===== src/abp_pkg.sv =====
package abp_pkg;

	localparam int MAX_BODIES  = 64;
	localparam int COORD_BITS  = 32;
	localparam int HALF_BITS   = COORD_BITS - 1;
	localparam int MASK_BITS   = 16;
	localparam int ID_BITS     = 16;
	localparam int CNT_W       = $clog2(MAX_BODIES + 1);
	localparam int IDX_W       = $clog2(MAX_BODIES);
	localparam int QUEUE_DEPTH = 2;

	// input word as seen on the port
	typedef struct packed {
		logic                         frame_start;
		logic signed [COORD_BITS-1:0] center_x;
		logic signed [COORD_BITS-1:0] center_y;
		logic [HALF_BITS-1:0]         half_width;
		logic [HALF_BITS-1:0]         half_height;
		logic                         is_static;
		logic [MASK_BITS-1:0]         layer_mask;
		logic [ID_BITS-1:0]           body_id;
	} in_word_t;

	// output word, one per overlapping pair
	typedef struct packed {
		logic [ID_BITS-1:0] earlier_id;
		logic [ID_BITS-1:0] later_id;
		logic               last_of_run;
	} out_word_t;

	// body record as kept in the store; coordinates in offset binary
	typedef struct packed {
		logic [COORD_BITS-1:0] x;
		logic [COORD_BITS-1:0] y;
		logic [HALF_BITS-1:0]  hw;
		logic [HALF_BITS-1:0]  hh;
		logic                  stat;
		logic [MASK_BITS-1:0]  mask;
		logic [ID_BITS-1:0]    id;
	} body_t;

	// queued job between front and back
	typedef struct packed {
		logic  frame_start;
		body_t body;
	} job_t;

	typedef enum logic {
		B_IDLE,
		B_SCAN
	} back_state_t;

endpackage


===== src/abp_front.sv =====
module abp_front (
	input  logic             clk,
	input  logic             arst_n,
	input  logic             in_valid,
	output logic             in_ready,
	input  abp_pkg::in_word_t in_word,
	output logic             job_valid,
	input  logic             job_ready,
	output abp_pkg::job_t    job
);
	import abp_pkg::*;

	localparam int QPTR_W = (QUEUE_DEPTH > 1) ? $clog2(QUEUE_DEPTH) : 1;
	localparam int QCNT_W = $clog2(QUEUE_DEPTH + 1);

	job_t              queue_q [QUEUE_DEPTH];
	logic [QPTR_W-1:0] wr_ptr_q, rd_ptr_q;
	logic [QCNT_W-1:0] fill_q;
	job_t              job_in;
	logic              push, pop;

	// sign bit flipped: offset binary keeps order and differences unsigned
	always_comb begin
		job_in.frame_start = in_word.frame_start;
		job_in.body.x      = {~in_word.center_x[COORD_BITS-1], in_word.center_x[COORD_BITS-2:0]};
		job_in.body.y      = {~in_word.center_y[COORD_BITS-1], in_word.center_y[COORD_BITS-2:0]};
		job_in.body.hw     = in_word.half_width;
		job_in.body.hh     = in_word.half_height;
		job_in.body.stat   = in_word.is_static;
		job_in.body.mask   = in_word.layer_mask;
		job_in.body.id     = in_word.body_id;
	end

	assign in_ready  = (fill_q != QCNT_W'(QUEUE_DEPTH));
	assign job_valid = (fill_q != '0);
	assign job       = queue_q[rd_ptr_q];
	assign push      = in_valid && in_ready;
	assign pop       = job_valid && job_ready;

	always_ff @(posedge clk or negedge arst_n) begin
		if (!arst_n) begin
			wr_ptr_q <= '0;
			rd_ptr_q <= '0;
			fill_q   <= '0;
		end else begin
			if (push) begin
				if (wr_ptr_q == QPTR_W'(QUEUE_DEPTH - 1)) begin
					wr_ptr_q <= '0;
				end else begin
					wr_ptr_q <= wr_ptr_q + 1'b1;
				end
			end
			if (pop) begin
				if (rd_ptr_q == QPTR_W'(QUEUE_DEPTH - 1)) begin
					rd_ptr_q <= '0;
				end else begin
					rd_ptr_q <= rd_ptr_q + 1'b1;
				end
			end
			if (push && !pop) begin
				fill_q <= fill_q + 1'b1;
			end else if (pop && !push) begin
				fill_q <= fill_q - 1'b1;
			end
		end
	end

	always_ff @(posedge clk) begin
		if (push) begin
			queue_q[wr_ptr_q] <= job_in;
		end
	end

endmodule


===== config.mk =====
export PLATFORM = sky130hd
export DESIGN_NAME = abp_front
export DESIGN_NICKNAME = d
export VERILOG_FILES = /design/src/abp_pkg.sv /design/src/abp_front.sv
export SDC_FILE = /design/constraint.sdc
export NUM_CORES = 1
export LEC_CHECK = 0
export BUFFER_PORTS_ARGS = -buffer_cell sky130_fd_sc_hd__buf_2
export CAP_MARGIN = 10
export CELL_PAD_IN_SITES_DETAIL_PLACEMENT = 1
export CELL_PAD_IN_SITES_GLOBAL_PLACEMENT = 1
export CORE_MARGIN = 4
export CORE_UTILIZATION = 48
export CTS_CLUSTER_SIZE = 12
export DETAILED_ROUTE_END_ITERATION = 6
export PLACE_DENSITY = 0.92
export SETUP_SLACK_MARGIN = 0.5
export SYNTH_ARGS = -nofsm -noshare
export SYNTH_HDL_FRONTEND = slang
export SYNTH_SLANG_ARGS = --single-unit

===== constraint.sdc =====
create_clock -name clk -period 18.7 [get_ports clk]
set_input_delay 1.87 -clock clk [delete_from_list [all_inputs] [get_ports clk]]
set_output_delay 1.87 -clock clk [all_outputs]
set_load 0.02 [all_outputs]

# Word level (Yosys, flattened, before mapping)
# Memories as Yosys holds them, arrays and structs flattened.
# Cells that the tools add are included.
dict set report totals {
  latchBits 0
  output_inout_bits 162
  mem_count 1
  in_bits 164
  register_bits 4
  ram_bits 320
  rom_bits 0
}
# name depth width read_ports rd_ports_with_merged_regs wr line
set mem_list {}
lappend mem_list {queue_q 2 160 1 0 1 abp_front.sv:16} ;# job_t queue_q [QUEUE_DEPTH];
dict set report op_classes {
  n_eq_ne 1
  shifts 0
  n_mux 6
  bitwise 2
  reduce_logical 8
  addsub 4
  order_cmp 0
  multipliers 0
  n_div 0
}
# op count
set ops {}
lappend ops {{1-bit logical AND} 4}
lappend ops {{1-bit 2-to-1 mux} 4}
lappend ops {{2-bit 2-to-1 mux} 2}
lappend ops {{2-bit nonzero test} 2}
lappend ops {{1-bit adder, second input constant} 2}
lappend ops {{2-bit by 1-bit adder with 2-bit output, second input constant} 1}
lappend ops {{1-bit zero test} 2}
lappend ops {{2-bit != test, second input constant} 1}
lappend ops {{1-bit inverter} 2}
lappend ops {{2-bit by 1-bit subtractor with 2-bit output, second input constant} 1}

# Logic depth before layout (Yosys ltp)
# Gate-level depths: netlist (run 1).
dict set report logic_depth {
  word_depth 6
  mapped_depth 7
  mapped_depth_nobuf 7
}

# Worst setup path after synthesis (run 1)
# Ideal clock, no wire load.
dict set report synth_timing {
  path_type {in2reg}
  start {in in_valid}
  end {mem queue_q[0][0] (netlist name) (enable)}
  setup_time_ns 0.682
  t_arrival_ns 8.606
  path_slack_ns 9.412
  stages 2
  path_cell_list {nand2_1 nor2_1}
}
dict set report synth_between {
  elab_chain_len 3
}
# element line
set synth_lines {}
lappend synth_lines {{start: declaration} abp_front.sv:4} ;# input logic in_valid,
lappend synth_lines {{1-bit logical AND} abp_front.sv:37} ;# assign push = in_valid && in_ready;
lappend synth_lines {{1-bit 2-to-1 mux} abp_front.sv:69} ;# if (push) begin
lappend synth_lines {{1-bit 2-to-1 mux (implied by the code)} abp_front.sv:70} ;# queue_q[wr_ptr_q] <= job_in;
lappend synth_lines {{end: declaration} abp_front.sv:16}
# Every way passes these cells.

==> flow_summary.rst, run 1 <==
.. list-table::
   :header-rows: 1

   * - Metric
     - Value
   * - Via count of the first global-routing pass
     - 6937
   * - Remaining Overflow, GRT
     - 0
   * - Area share of xor/xnor cells in the synthesized design
     - less than 1%
   * - Transition time at the pin with the least slew margin
     - roughly 1200 ps
   * - Post-synthesis average cell area
     - 23.4 sq um
   * - Starting density of the core
     - approximately half
   * - Wire length of the first global-routing pass
     - ~42 mm
   * - Count of unresolved DRC violations after routing
     - 0
   * - Ratio of cells with drive above 1 in the final layout
     - 60.9%
   * - Proportion of synthesized chip area in sequential cells
     - 80.2%
   * - Antenna Violating Nets Remaining
     - 0
   * - Syn Nets
     - about 680
   * - Total via count in the routed design
     - roughly 6000
   * - Final setup violation count
     - 0
   * - Buffers on Ports
     - 325
   * - Hold Path Class
     - reg2reg
   * - Post-CTS setup repair buffer count
     - 0
   * - Clock Skews
     - 8.91 ps
   * - Reg clk slew, reported paths
     - 50 ps
   * - Overall routing resource usage
     - between 15 and 20%
   * - Kind of critical path
     - reg2out
   * - Element type at the critical path end
     - output port
   * - Count of yosys warnings during synthesis
     - 0
   * - Layout-stage area growth over the synthesis result
     - 25.2%
   * - NumNets Final
     - 1034
   * - Dominant combinational cell family by area after synthesis
     - multiplexers
   * - Maximum number of pins on one net before global-route repair
     - between 80 and 90
   * - Hpwl dp
     - 19.2 mm
   * - Number of cells produced by synthesis
     - slightly above 500
   * - Count of filler cells inserted in the layout
     - about 2200
   * - CP arrival
     - about 4000 ps
   * - Highest achievable clock rate
     - approximately 0.17 GHz
   * - Average via count per standard cell
     - 5.05
   * - Number of levels the H-tree was split into
     - 2
   * - Clock root cell
     - sky130_fd_sc_hd__clkbuf_16
   * - Number of DRC violations after detailed-routing iteration 0
     - just under 400
   * - IR Drop Worst-Case VDD
     - 0.140 mV
   * - TritonRoute pass-1 iters
     - 4
   * - Antenna violations before repair
     - 6
   * - Reported leakage power
     - roughly 5.9 nW
   * - Maximum buffer depth of the clock tree
     - 3
   * - Number of buffers created by CTS
     - 36
   * - Min-Delay Path Depth
     - 1
   * - Final Max Slew Viols
     - 0
   * - Area of the core
     - around 25000 sq um
   * - DP Area
     - between 10000 and 15000 sq um
   * - Clock latency reported for the late side of the worst-skew pair
     - a little under 500 ps
   * - Post-route clock period utilization
     - a little under a third
   * - Number of sinks on the clock net
     - approximately 320
   * - Maximum Capacitance Violations
     - 0
   * - Share of synthesized cell area in full adder, half adder and majority cells
     - less than 1%
   * - Distinct cell type count after synthesis
     - 15
   * - Hold buffer count at CTS
     - 0
   * - Highest fanout seen on the critical path
     - 63
   * - Post-route setup TNS
     - 0 ps
   * - Floorplan die width
     - ~170 um
   * - Hold violation count in the final report
     - 0
   * - Rows
     - 57
   * - Mux contribution to synthesized area
     - between 10% and 20%
   * - Total of cells resized after clock tree synthesis
     - 0
   * - Setup repair after global routing missed its margin
     - false
   * - Finished layout cell area
     - 15200 sq um
   * - Post-Synth Simple-Gate Area
     - less than 1%
   * - DR WL/cell
     - about 23 um
   * - Top Ports
     - 326
   * - Flip-flop and latch count after synthesis
     - between 300 and 400
   * - Highest-count cells in the layout ignoring fill and taps
     - sky130_fd_sc_hd__buf_2, sky130_fd_sc_hd__edfxtp_1, sky130_fd_sc_hd__mux2_4
   * - Layout Utilization
     - approximately 62%
   * - Total wirelength of the detailed-routed design
     - around 28 mm
   * - Power density over the cells
     - around 170 nW/um^2
   * - Cell area after synthesis
     - 12100 sq um
   * - Die Height
     - 167 um
   * - Overall die area
     - about 28000 sq um
   * - Reg2Reg Depth
     - 5
   * - Clock tree from TritonCTS
     - built
   * - Leading cell type in the layout, fill and taps excluded
     - sky130_fd_sc_hd__buf_2
   * - Fraction of the mapped netlist area in compound gates
     - 0%
   * - Relative max-transition margin
     - between 20% and 30%
   * - Req. time, crit path
     - roughly 17000 ps
   * - Final min period
     - 5810 ps
   * - Final Wtd Congestion
     - approximately 0.77
   * - Startpoint type of the worst setup path
     - register
   * - Outcome
     - complete, no violations
kinds of logic (layout without fill, tap and decap cells):
| group | Yosys count | count (layout) |
|---|---|---|
| xor+xnor | 5 | 5 |
| fa+ha+maj | 1 | 1 |
| mux | 160 | 160 |
| other cells | 0 | 4 |
| buf+inv | 21 | 394 |
| flops | 324 | 324 |
| simple gates | 7 | 7 |
where the power goes:
| part | internal [W] | switching, W | leakage, nW |
|---|---|---|---|
| clock | 0.000401 | 0.000262 | 0.547 |
| sequential | 0.000998 | 0.0000709 | 3.02 |
| combinational | 0.000351 | 0.000502 | 2.38 |
| total | 0.00175 | 0.000835 | 5.95 |
sequential cells by signal (all words and copies together), names as in the netlist:
register,count
queue_q,320
fill_q,2
rd_ptr_q,1
wr_ptr_q,1
synthesized netlist by cell type (all sizes together):
cell type | count | area (sq um)
edfxtp | 320 | 9610
mux2 | 160 | 2140
buf | 18 | 159
dfrtp | 4 | 100
inv | 3 | 11.3
xnor2 | 3 | 26.3
nand2 | 2 | 7.51
nor2 | 2 | 7.51
xor2 | 2 | 17.5
and3 | 1 | 6.26
ha | 1 | 12.5
nand2b | 1 | 6.26
or2 | 1 | 6.26
worst max-delay path, stage by stage (launching register included):
cell	delay (ps)
sky130_fd_sc_hd__dfrtp_4	940
sky130_fd_sc_hd__buf_4	870
sky130_fd_sc_hd__buf_4	900
sky130_fd_sc_hd__mux2_2	430
sky130_fd_sc_hd__buf_2	160
metrics by stage:
stage / setup slack, ps / power (W) / hold slack (ps) / cells
finish: 12890 / 0.00259 / 513 / 1219
global route: 12720 / 0.00270 / 560 / 1219
CTS: 12870 / 0.00262 / 518 / 1215
detailed placement: 13440 / 0.00194 / 506 / 1155
global placement: 13500 / 0.00191 / 483 / 1155
floorplan: 9410 / 0.00171 / 456 / 518
final timing paths:
| kind | start | to | slack (ps) |
|---|---|---|---|
| max reg2reg | fill_q[0] | queue_q[0][80] | 15300 |
| min in group asynchronous | arst_n | wr_ptr_q | 1170 |
| min reg2reg | fill_q[1] | fill_q[1] | 510 |
| min | fill_q[1] | fill_q[1] | 510 |
| max | rd_ptr_q | job[146] | 12890 |
| max in group asynchronous | arst_n | rd_ptr_q | 17390 |
metal layers:
metal  vias up  track usage, %  wire length [um]
met5         -               0                27
met4         4            5.48               599
met3        48            5.21              1940
met2       277            35.1             15100
met1      3067            23.0             10300
li1       2766               -                 -
final cells by class:
cell class | count | area, sq um | share of cell area, %
Sequential cell | 324 | 9710 | 64.1
Multi-Input combinational cell | 173 | 2240 | 14.8
Timing Repair Buffer | 331 | 1670 | 11.0
Clock buffer | 43 | 948 | 6.26
Inverter | 3 | 11.3 | 0.0743
Clock inverter | 17 | 160 | 1.06
Antenna cell | 4 | 10.0 | 0.0660
Tap cell | 324 | 405 | 2.67
(Power assumes the default switching activity.)
==> run 2, diff against run 1 <==
--- a/config.mk
+++ b/config.mk
@@ -5,15 +5,16 @@
 export SDC_FILE = /design/constraint.sdc
 export NUM_CORES = 1
 export LEC_CHECK = 0
+export ABC_AREA = 1
 export BUFFER_PORTS_ARGS = -buffer_cell sky130_fd_sc_hd__buf_2
 export CAP_MARGIN = 10
 export CELL_PAD_IN_SITES_DETAIL_PLACEMENT = 1
 export CELL_PAD_IN_SITES_GLOBAL_PLACEMENT = 1
 export CORE_MARGIN = 4
-export CORE_UTILIZATION = 48
+export CORE_UTILIZATION = 37
 export CTS_CLUSTER_SIZE = 12
 export DETAILED_ROUTE_END_ITERATION = 6
-export PLACE_DENSITY = 0.92
+export PLACE_DENSITY = 0.82
 export SETUP_SLACK_MARGIN = 0.5
 export SYNTH_ARGS = -nofsm -noshare
 export SYNTH_HDL_FRONTEND = slang
==> constraint.sdc (replaced) <==
create_clock -name clk -period 4.89 [get_ports clk]
set_input_delay 0.489 -clock clk [delete_from_list [all_inputs] [get_ports clk]]
set_output_delay 0.489 -clock clk [all_outputs]
set_load 0.02 [all_outputs]
==> flow_summary.rst, run 2 <==
.. list-table::
   :header-rows: 1

   * - Metric
     - Value
   * - Count of unresolved DRC violations after routing
     - 0
   * - Layout Utilization
     - 47.2%
   * - Highest achievable clock rate
     - between 0.2 and 0.3 GHz
   * - Reg clk slew, reported paths
     - 60 ps
   * - Clock latency reported for the late side of the worst-skew pair
     - between 400 and 500 ps
   * - Clock Skews
     - 8.22 ps
   * - Number of levels the H-tree was split into
     - 2
   * - Proportion of synthesized chip area in sequential cells
     - 81.7%
   * - Proportion of netlist area held by the largest area contributor
     - 80.9%
   * - Maximum number of pins on one net before global-route repair
     - 90
   * - Registers with the highest flip-flop counts
     - queue_q (320), fill_q (2)
   * - Antenna violations before repair
     - 6
   * - Slowest library cell on the worst path
     - sky130_fd_sc_hd__dfrtp_4
   * - Die Height
     - roughly 190 um
   * - Cell area after synthesis
     - ~12000 sq um
   * - Top Ports
     - between 300 and 400
   * - Maximum buffer depth of the clock tree
     - 3
   * - Yosys top cell by area
     - sky130_fd_sc_hd__edfxtp_1
   * - Post-route clock period utilization
     - about 72%
   * - List of most frequent post-synthesis cells
     - sky130_fd_sc_hd__nand2_1, sky130_fd_sc_hd__edfxtp_1, sky130_fd_sc_hd__buf_2, sky130_fd_sc_hd__buf_6, sky130_fd_sc_hd__inv_1
   * - Reported leakage power
     - between 6 and 7 nW
   * - Layout-stage area growth over the synthesis result
     - 25.7%
   * - Slack of the worst reg-to-reg path
     - approximately 2500 ps
   * - CP arrival
     - a little over 3000 ps
   * - Via count of the first global-routing pass
     - roughly 8500
   * - Overall die area
     - approximately 35000 sq um
   * - Overall routing resource usage
     - between 10% and 20%
   * - DR WL/cell
     - 18.8 um
   * - Most numerous cell in the Yosys netlist
     - sky130_fd_sc_hd__nand2_1
   * - IR Drop Worst-Case VDD
     - about 0.31 mV
   * - Most frequent cell on the critical path
     - sky130_fd_sc_hd__nand2_1
   * - Post-CTS setup repair buffer count
     - 0
   * - Outcome
     - complete, no violations
   * - Startpoint type of the worst setup path
     - register
   * - EDFF count, synth
     - 320
   * - Power density over the cells
     - about 660 nW/um^2
   * - NumNets Final
     - 1368
   * - Max incr delay on CP
     - between 700 and 800 ps
   * - Number of cells produced by synthesis
     - between 800 and 900
   * - Wire length of the first global-routing pass
     - ~48 mm
   * - Transition time at the pin with the least slew margin
     - roughly 1000 ps
   * - Hold_ws
     - ~180 ps
   * - DP Cell Count
     - approximately 1600
   * - Finished layout cell area
     - around 15000 sq um
   * - Ratio of cells with drive above 1 in the final layout
     - between 30% and 40%
   * - Req. time, crit path
     - around 4400 ps
   * - Final min period
     - approximately 3500 ps
   * - Floorplan die width
     - 187 um
   * - Buffers on Ports
     - ~330
   * - Clock tree from TritonCTS
     - built
   * - Element type at the critical path end
     - output port
   * - Total via count in the routed design
     - a little under 8000
   * - TritonRoute pass-1 iters
     - 4
   * - Top area cells in the synthesized netlist
     - sky130_fd_sc_hd__edfxtp_1, sky130_fd_sc_hd__nand2_1, sky130_fd_sc_hd__buf_6, sky130_fd_sc_hd__buf_2, sky130_fd_sc_hd__dfrtp_1
   * - Async S/R FF share, synth
     - under 10%
   * - Final Max Slew Viols
     - 0
   * - Leading register cell type out of synthesis
     - sky130_fd_sc_hd__edfxtp_1
   * - Kind of critical path
     - reg2out
   * - Worst-path cell chain
     - inv_4, buf_12, nand2_1, nand2_1, buf_2
   * - Number of buffers created by CTS
     - 36
   * - DP Area
     - 13900 sq um
   * - Total wirelength of the detailed-routed design
     - between 30 and 40 mm
   * - Number of flip-flops in the largest register
     - 320
   * - Relative max-transition margin
     - approximately a third
   * - Final Wtd Congestion
     - roughly 0.77
   * - Syn Nets
     - around 1000
   * - Count of yosys warnings during synthesis
     - 0
   * - Hold violation count in the final report
     - 0
   * - Number of sinks on the clock net
     - about 320
   * - Maximum Capacitance Violations
     - 0
   * - Number of buffers and inverters on the critical path
     - 3
   * - Hold Path Class
     - in2reg
   * - Register ranked first by flip-flop count
     - queue_q
   * - Clock root cell
     - sky130_fd_sc_hd__clkbuf_16
   * - Highest fanout seen on the critical path
     - 78
   * - Post-synthesis average cell area
     - between 10 and 15 sq um
   * - Setup repair after global routing missed its margin
     - false
   * - Average via count per standard cell
     - ~4.7
   * - Final setup violation count
     - 0
   * - Largest delay share family, worst path
     - buffers and inverters
   * - Hpwl dp
     - 20.2 mm
   * - Leading cell type in the layout, fill and taps excluded
     - sky130_fd_sc_hd__nand2_1
   * - Flip-flop and latch count after synthesis
     - about 320
   * - Antenna Violating Nets Remaining
     - 0
   * - Area of the core
     - approximately 32000 sq um
   * - Remaining Overflow, GRT
     - 0
   * - Number of DRC violations after detailed-routing iteration 0
     - 390
   * - Rows
     - 65
   * - Starting density of the core
     - between 30% and 40%
   * - Distinct cell type count after synthesis
     - 14
   * - Highest-count cells in the layout ignoring fill and taps
     - sky130_fd_sc_hd__nand2_1, sky130_fd_sc_hd__buf_2, sky130_fd_sc_hd__edfxtp_1
   * - Final non-filler cell total
     - about 1600
==> run 2: metal layers <==
layer | up-vias | global-route usage (%) | part of all wire (%)
li1 | 3602 | - | -
met1 | 3734 | 20.0 | 37
met2 | 285 | 30.4 | 51
met3 | 61 | 6.01 | 9.3
met4 | 8 | 4.58 | 2.3
met5 | - | 0 | 0.17
==> run 2: through the flow <==
step,power [W],setup TNS (ps),setup slack (ps)
final,0.00983,0,1370
after global routing,0.0104,0,1190
after CTS,0.0100,0,1340
after detailed placement,0.00754,0,1890
after global placement,0.00740,0,1970
after floorplan,0.00632,-162640,-508
==> run 2: cells by family (layout without fill, tap and decap cells) <==
group	Yosys count	in the layout	share of synthesized area [%]
buffers and inverters	44	405	2.37
and+or+nand+nor	495	495	15.7
adders and majority gates	1	1	0.105
DFF	324	324	81.7
other	0	3	0
xor gates and xnor gates	2	2	0.147
==> run 2: final timing paths <==
path	from	endpoint	cells past startpoint
max	rd_ptr_q	job[55]	5
min	in_word[111]	queue_q[0][111]	1
max reg2reg	fill_q[0]	queue_q[1][83]	5
min reg2reg	fill_q[0]	fill_q[0]	1
max in group asynchronous	arst_n	rd_ptr_q	2
min in group asynchronous	arst_n	fill_q[1]	2
==> run 2: power breakdown <==
group | total, W | internal (W) | leakage, nW | switching, W
logic | 0.00337 | 0.000902 | 2.87 | 0.00247
clock network | 0.00240 | 0.00139 | 0.505 | 0.00101
registers | 0.00406 | 0.00380 | 3.02 | 0.000263
==> run 2: timing repair <==
| item | 4_1_cts | 5_1_grt |
|---|---|---|
| hold buffers | 1 | 0 |
| resized for setup | 0 | 0 |
| endpoints found under the setup margin | 0 | 0 |
| endpoints found under the hold margin | 4 | 0 |
==> run 2: area by class of cell <==
type                       instances  area (sq um)
multi-input combinational        498          1910
clock buffer                      49           971
tap                              402           503
sequential                       324          9710
fill                            3348         16700
antenna                            3          7.51
timing repair buffer             334          1730
clock inverter                    13          60.1
inverter                           9          36.3
==> run 2: worst reg2reg max path, stage by stage, from the launching register on <==
cell	delay, ps
sky130_fd_sc_hd__dfrtp_1	380
sky130_fd_sc_hd__inv_1	80
sky130_fd_sc_hd__nand2_1	110
sky130_fd_sc_hd__nand2_1	190
sky130_fd_sc_hd__nor2_4	710
sky130_fd_sc_hd__buf_4	580
==> run 3, diff against run 2 <==
==> constraint.sdc (replaced) <==
create_clock -name clk -period 3.2 [get_ports clk]
set_input_delay 0.32 -clock clk [delete_from_list [all_inputs] [get_ports clk]]
set_output_delay 0.32 -clock clk [all_outputs]
set_load 0.02 [all_outputs]
==> flow_summary.rst, run 3 (synthesis gave the netlist of run 2 again) <==
.. list-table::
   :header-rows: 1

   * - Metric
     - Value
   * - Hold Path Class
     - in2reg
   * - Reg2Reg Depth
     - 5
   * - Leading cell type in the layout, fill and taps excluded
     - sky130_fd_sc_hd__nand2_1
   * - Max incr delay on CP
     - 690 ps
   * - CP arrival
     - 2240 ps
   * - Setup repair after global routing missed its margin
     - false
   * - Register ranked first by flip-flop count
     - queue_q
   * - NumNets Final
     - 1497
   * - IR Drop Worst-Case VDD
     - roughly 0.57 mV
   * - Overall die area
     - between 30000 and 40000 sq um
   * - Highest-count cells in the layout ignoring fill and taps
     - sky130_fd_sc_hd__nand2_1, sky130_fd_sc_hd__buf_2, sky130_fd_sc_hd__edfxtp_1
   * - Total via count in the routed design
     - 8384
   * - Slowest library cell on the worst path
     - sky130_fd_sc_hd__dfrtp_4
   * - Outcome
     - complete, no violations
   * - Slack of the worst reg-to-reg path
     - approximately 1500 ps
   * - Reported leakage power
     - around 7.0 nW
   * - Worst setup startpoint
     - rd_ptr_q
   * - Part of the power in the clock network
     - between 20 and 25%
   * - Reg clk slew, reported paths
     - roughly 50 ps
   * - Post-route clock period utilization
     - roughly four fifths
   * - Startpoint type of the worst setup path
     - register
   * - Largest delay share family, worst path
     - buffers and inverters
   * - Top Ports
     - about 330
   * - Capture point of the critical path
     - job[139]
   * - Total internal power
     - ~0.0095 W
   * - Wire length of the first global-routing pass
     - 54.0 mm
   * - Reg2reg end
     - queue_q[0][94]
   * - Layout-stage area growth over the synthesis result
     - 37.1%
   * - Post-route setup TNS
     - 0 ps
   * - Registers with the highest flip-flop counts
     - queue_q (320), fill_q (2)
   * - Switching portion of total power
     - about two fifths
   * - Total wirelength of the detailed-routed design
     - approximately 35 mm
   * - Maximum Capacitance Violations
     - 0
   * - Starting density of the core
     - approximately 38%
   * - Flop pwr share
     - around two fifths
   * - Total chip power
     - around 0.016 W
   * - Req. time, crit path
     - about 2900 ps
   * - Clock latency reported for the late side of the worst-skew pair
     - ~500 ps
   * - Power density over the cells
     - 952 nW/um^2
   * - Switching power summed over all nets
     - 0.00599 W
   * - Number of levels the H-tree was split into
     - 2
   * - Antenna Violating Nets Remaining
     - 0
   * - Final Wtd Congestion
     - 0.775
   * - Final min period
     - about 2600 ps
   * - DR WL/cell
     - approximately 20 um
   * - Ratio of cells with drive above 1 in the final layout
     - roughly 29%
   * - Kind of critical path
     - reg2out
   * - Overall routing resource usage
     - between 10% and 20%
   * - Average via count per standard cell
     - approximately 4.8
   * - Clock tree from TritonCTS
     - built
   * - Buffers on Ports
     - 325
   * - Area of the core
     - roughly 32000 sq um
   * - Count of unresolved DRC violations after routing
     - 0
   * - Via count of the first global-routing pass
     - 9363
   * - Antenna violations before repair
     - 2
   * - Comb pwr share
     - about 36%
   * - Rows
     - 65
   * - Relative max-transition margin
     - a little over three fifths
   * - Remaining Overflow, GRT
     - 0
   * - Clock root cell
     - sky130_fd_sc_hd__clkbuf_16
   * - Final setup violation count
     - 0
   * - Highest fanout seen on the critical path
     - between 40 and 50
   * - Number of flip-flops in the largest register
     - 320
   * - Count of filler cells inserted in the layout
     - roughly 3300
   * - Maximum buffer depth of the clock tree
     - 3
   * - Crit Reg-Reg Startpoint
     - fill_q[0]
   * - Highest achievable clock rate
     - 0.391 GHz
   * - Number of buffers created by CTS
     - 37
   * - Most frequent cell on the critical path
     - sky130_fd_sc_hd__nand2_1
   * - Element type at the critical path end
     - output port
   * - Floorplan die width
     - 187 um
   * - TritonRoute pass-1 iters
     - 4
   * - Worst-path cell chain
     - inv_4, buf_4, nand2_1, nand2_1, buf_2
   * - Maximum number of pins on one net before global-route repair
     - 93
   * - Clock Skews
     - 12.2 ps
   * - Hpwl dp
     - between 20 and 25 mm
   * - Number of buffers and inverters on the critical path
     - 3
   * - Critical path depth
     - 5
   * - Beginning of the worst hold path
     - in_word[139]
   * - Final Max Slew Viols
     - 0
   * - Die Height
     - 187 um
   * - Number of sinks on the clock net
     - approximately 320
   * - Number of DRC violations after detailed-routing iteration 0
     - approximately 450
   * - Transition time at the pin with the least slew margin
     - ~550 ps
   * - Hold violation count in the final report
     - 0
[run 3: changes by cell type in the layout (fill, tap and decap cells not counted), moves of 2 or more]
| cell | previous run | this run |
|---|---|---|
| sky130_fd_sc_hd__dlygate4sd3_1 | 1 | 127 |
| sky130_fd_sc_hd__nand2_4 | 0 | 2 |
| sky130_fd_sc_hd__buf_12 | 3 | 6 |
| sky130_fd_sc_hd__buf_4 | 5 | 3 |
| sky130_fd_sc_hd__nand2_1 | 490 | 488 |
| sky130_fd_sc_hd__clkinv_1 | 7 | 9 |
| sky130_fd_sc_hd__clkbuf_1 | 12 | 6 |
[run 3: power groups by stage]
stage | clock network [W] | registers [W] | logic, W
6_report | 0.00378 | 0.00615 | 0.00557
5_1_grt | 0.00410 | 0.00623 | 0.00605
4_1_cts | 0.00389 | 0.00614 | 0.00555
3_5_place_dp | 0 | 0.00622 | 0.00540
3_3_place_gp | 0 | 0.00615 | 0.00528
2_1_floorplan | 0 | 0.00612 | 0.00348
[run 3: how the worst min path moves through the flow]
stage	slack (ps)	to	depth (start not counted)
3_3_place_gp	150	fill_q[1]	1
3_5_place_dp	150	wr_ptr_q	1
2_1_floorplan	20	fill_q[0]	0
6_report	20	queue_q[0][139]	1
5_1_grt	0.2	queue_q[1][83]	1
4_1_cts	0.003	queue_q[1][83]	1
[run 3: what timing repair did]
item                                    CTS  global route
buffers inserted                          0             0
hold endpoints to repair                243             4
hold buffers                            125             2
endpoints found under the setup margin    0             1
resized for setup                         0             1
[run 3: metrics by stage]
step	instance area, sq um	hold slack (ps)	setup WS, ps	util, %	instances
global placement	14000	150	1220	44.1	1568
floorplan	11900	24.4	-225	-	866
finish	16300	19.1	641	51.5	1758
detailed placement	14000	149	1210	44.1	1568
CTS	16300	0.00305	669	51.4	1754
global route	16300	0.214	516	51.5	1757
[run 3: layout make-up]
| type | count | area, sq um | area share, % |
|---|---|---|---|
| multi-input cells | 498 | 1920 | 11.8 |
| repair buffers | 462 | 3050 | 18.7 |
| well taps | 402 | 503 | 3.09 |
| flip-flops and latches | 324 | 9710 | 59.6 |
| clock buffers | 43 | 948 | 5.82 |
| diodes | 2 | 5.00 | 0.0307 |
| inverters | 9 | 36.3 | 0.223 |
| clock inverters | 18 | 113 | 0.691 |
[run 3: routing by layer]
layer | up-vias | track usage, % | part of all wire (%)
met5 | - | 0 | 0.037
met4 | 2 | 6.66 | 3.4
met1 | 4088 | 22.7 | 37
met3 | 83 | 5.28 | 7.7
li1 | 3859 | - | -
met2 | 352 | 35.2 | 52
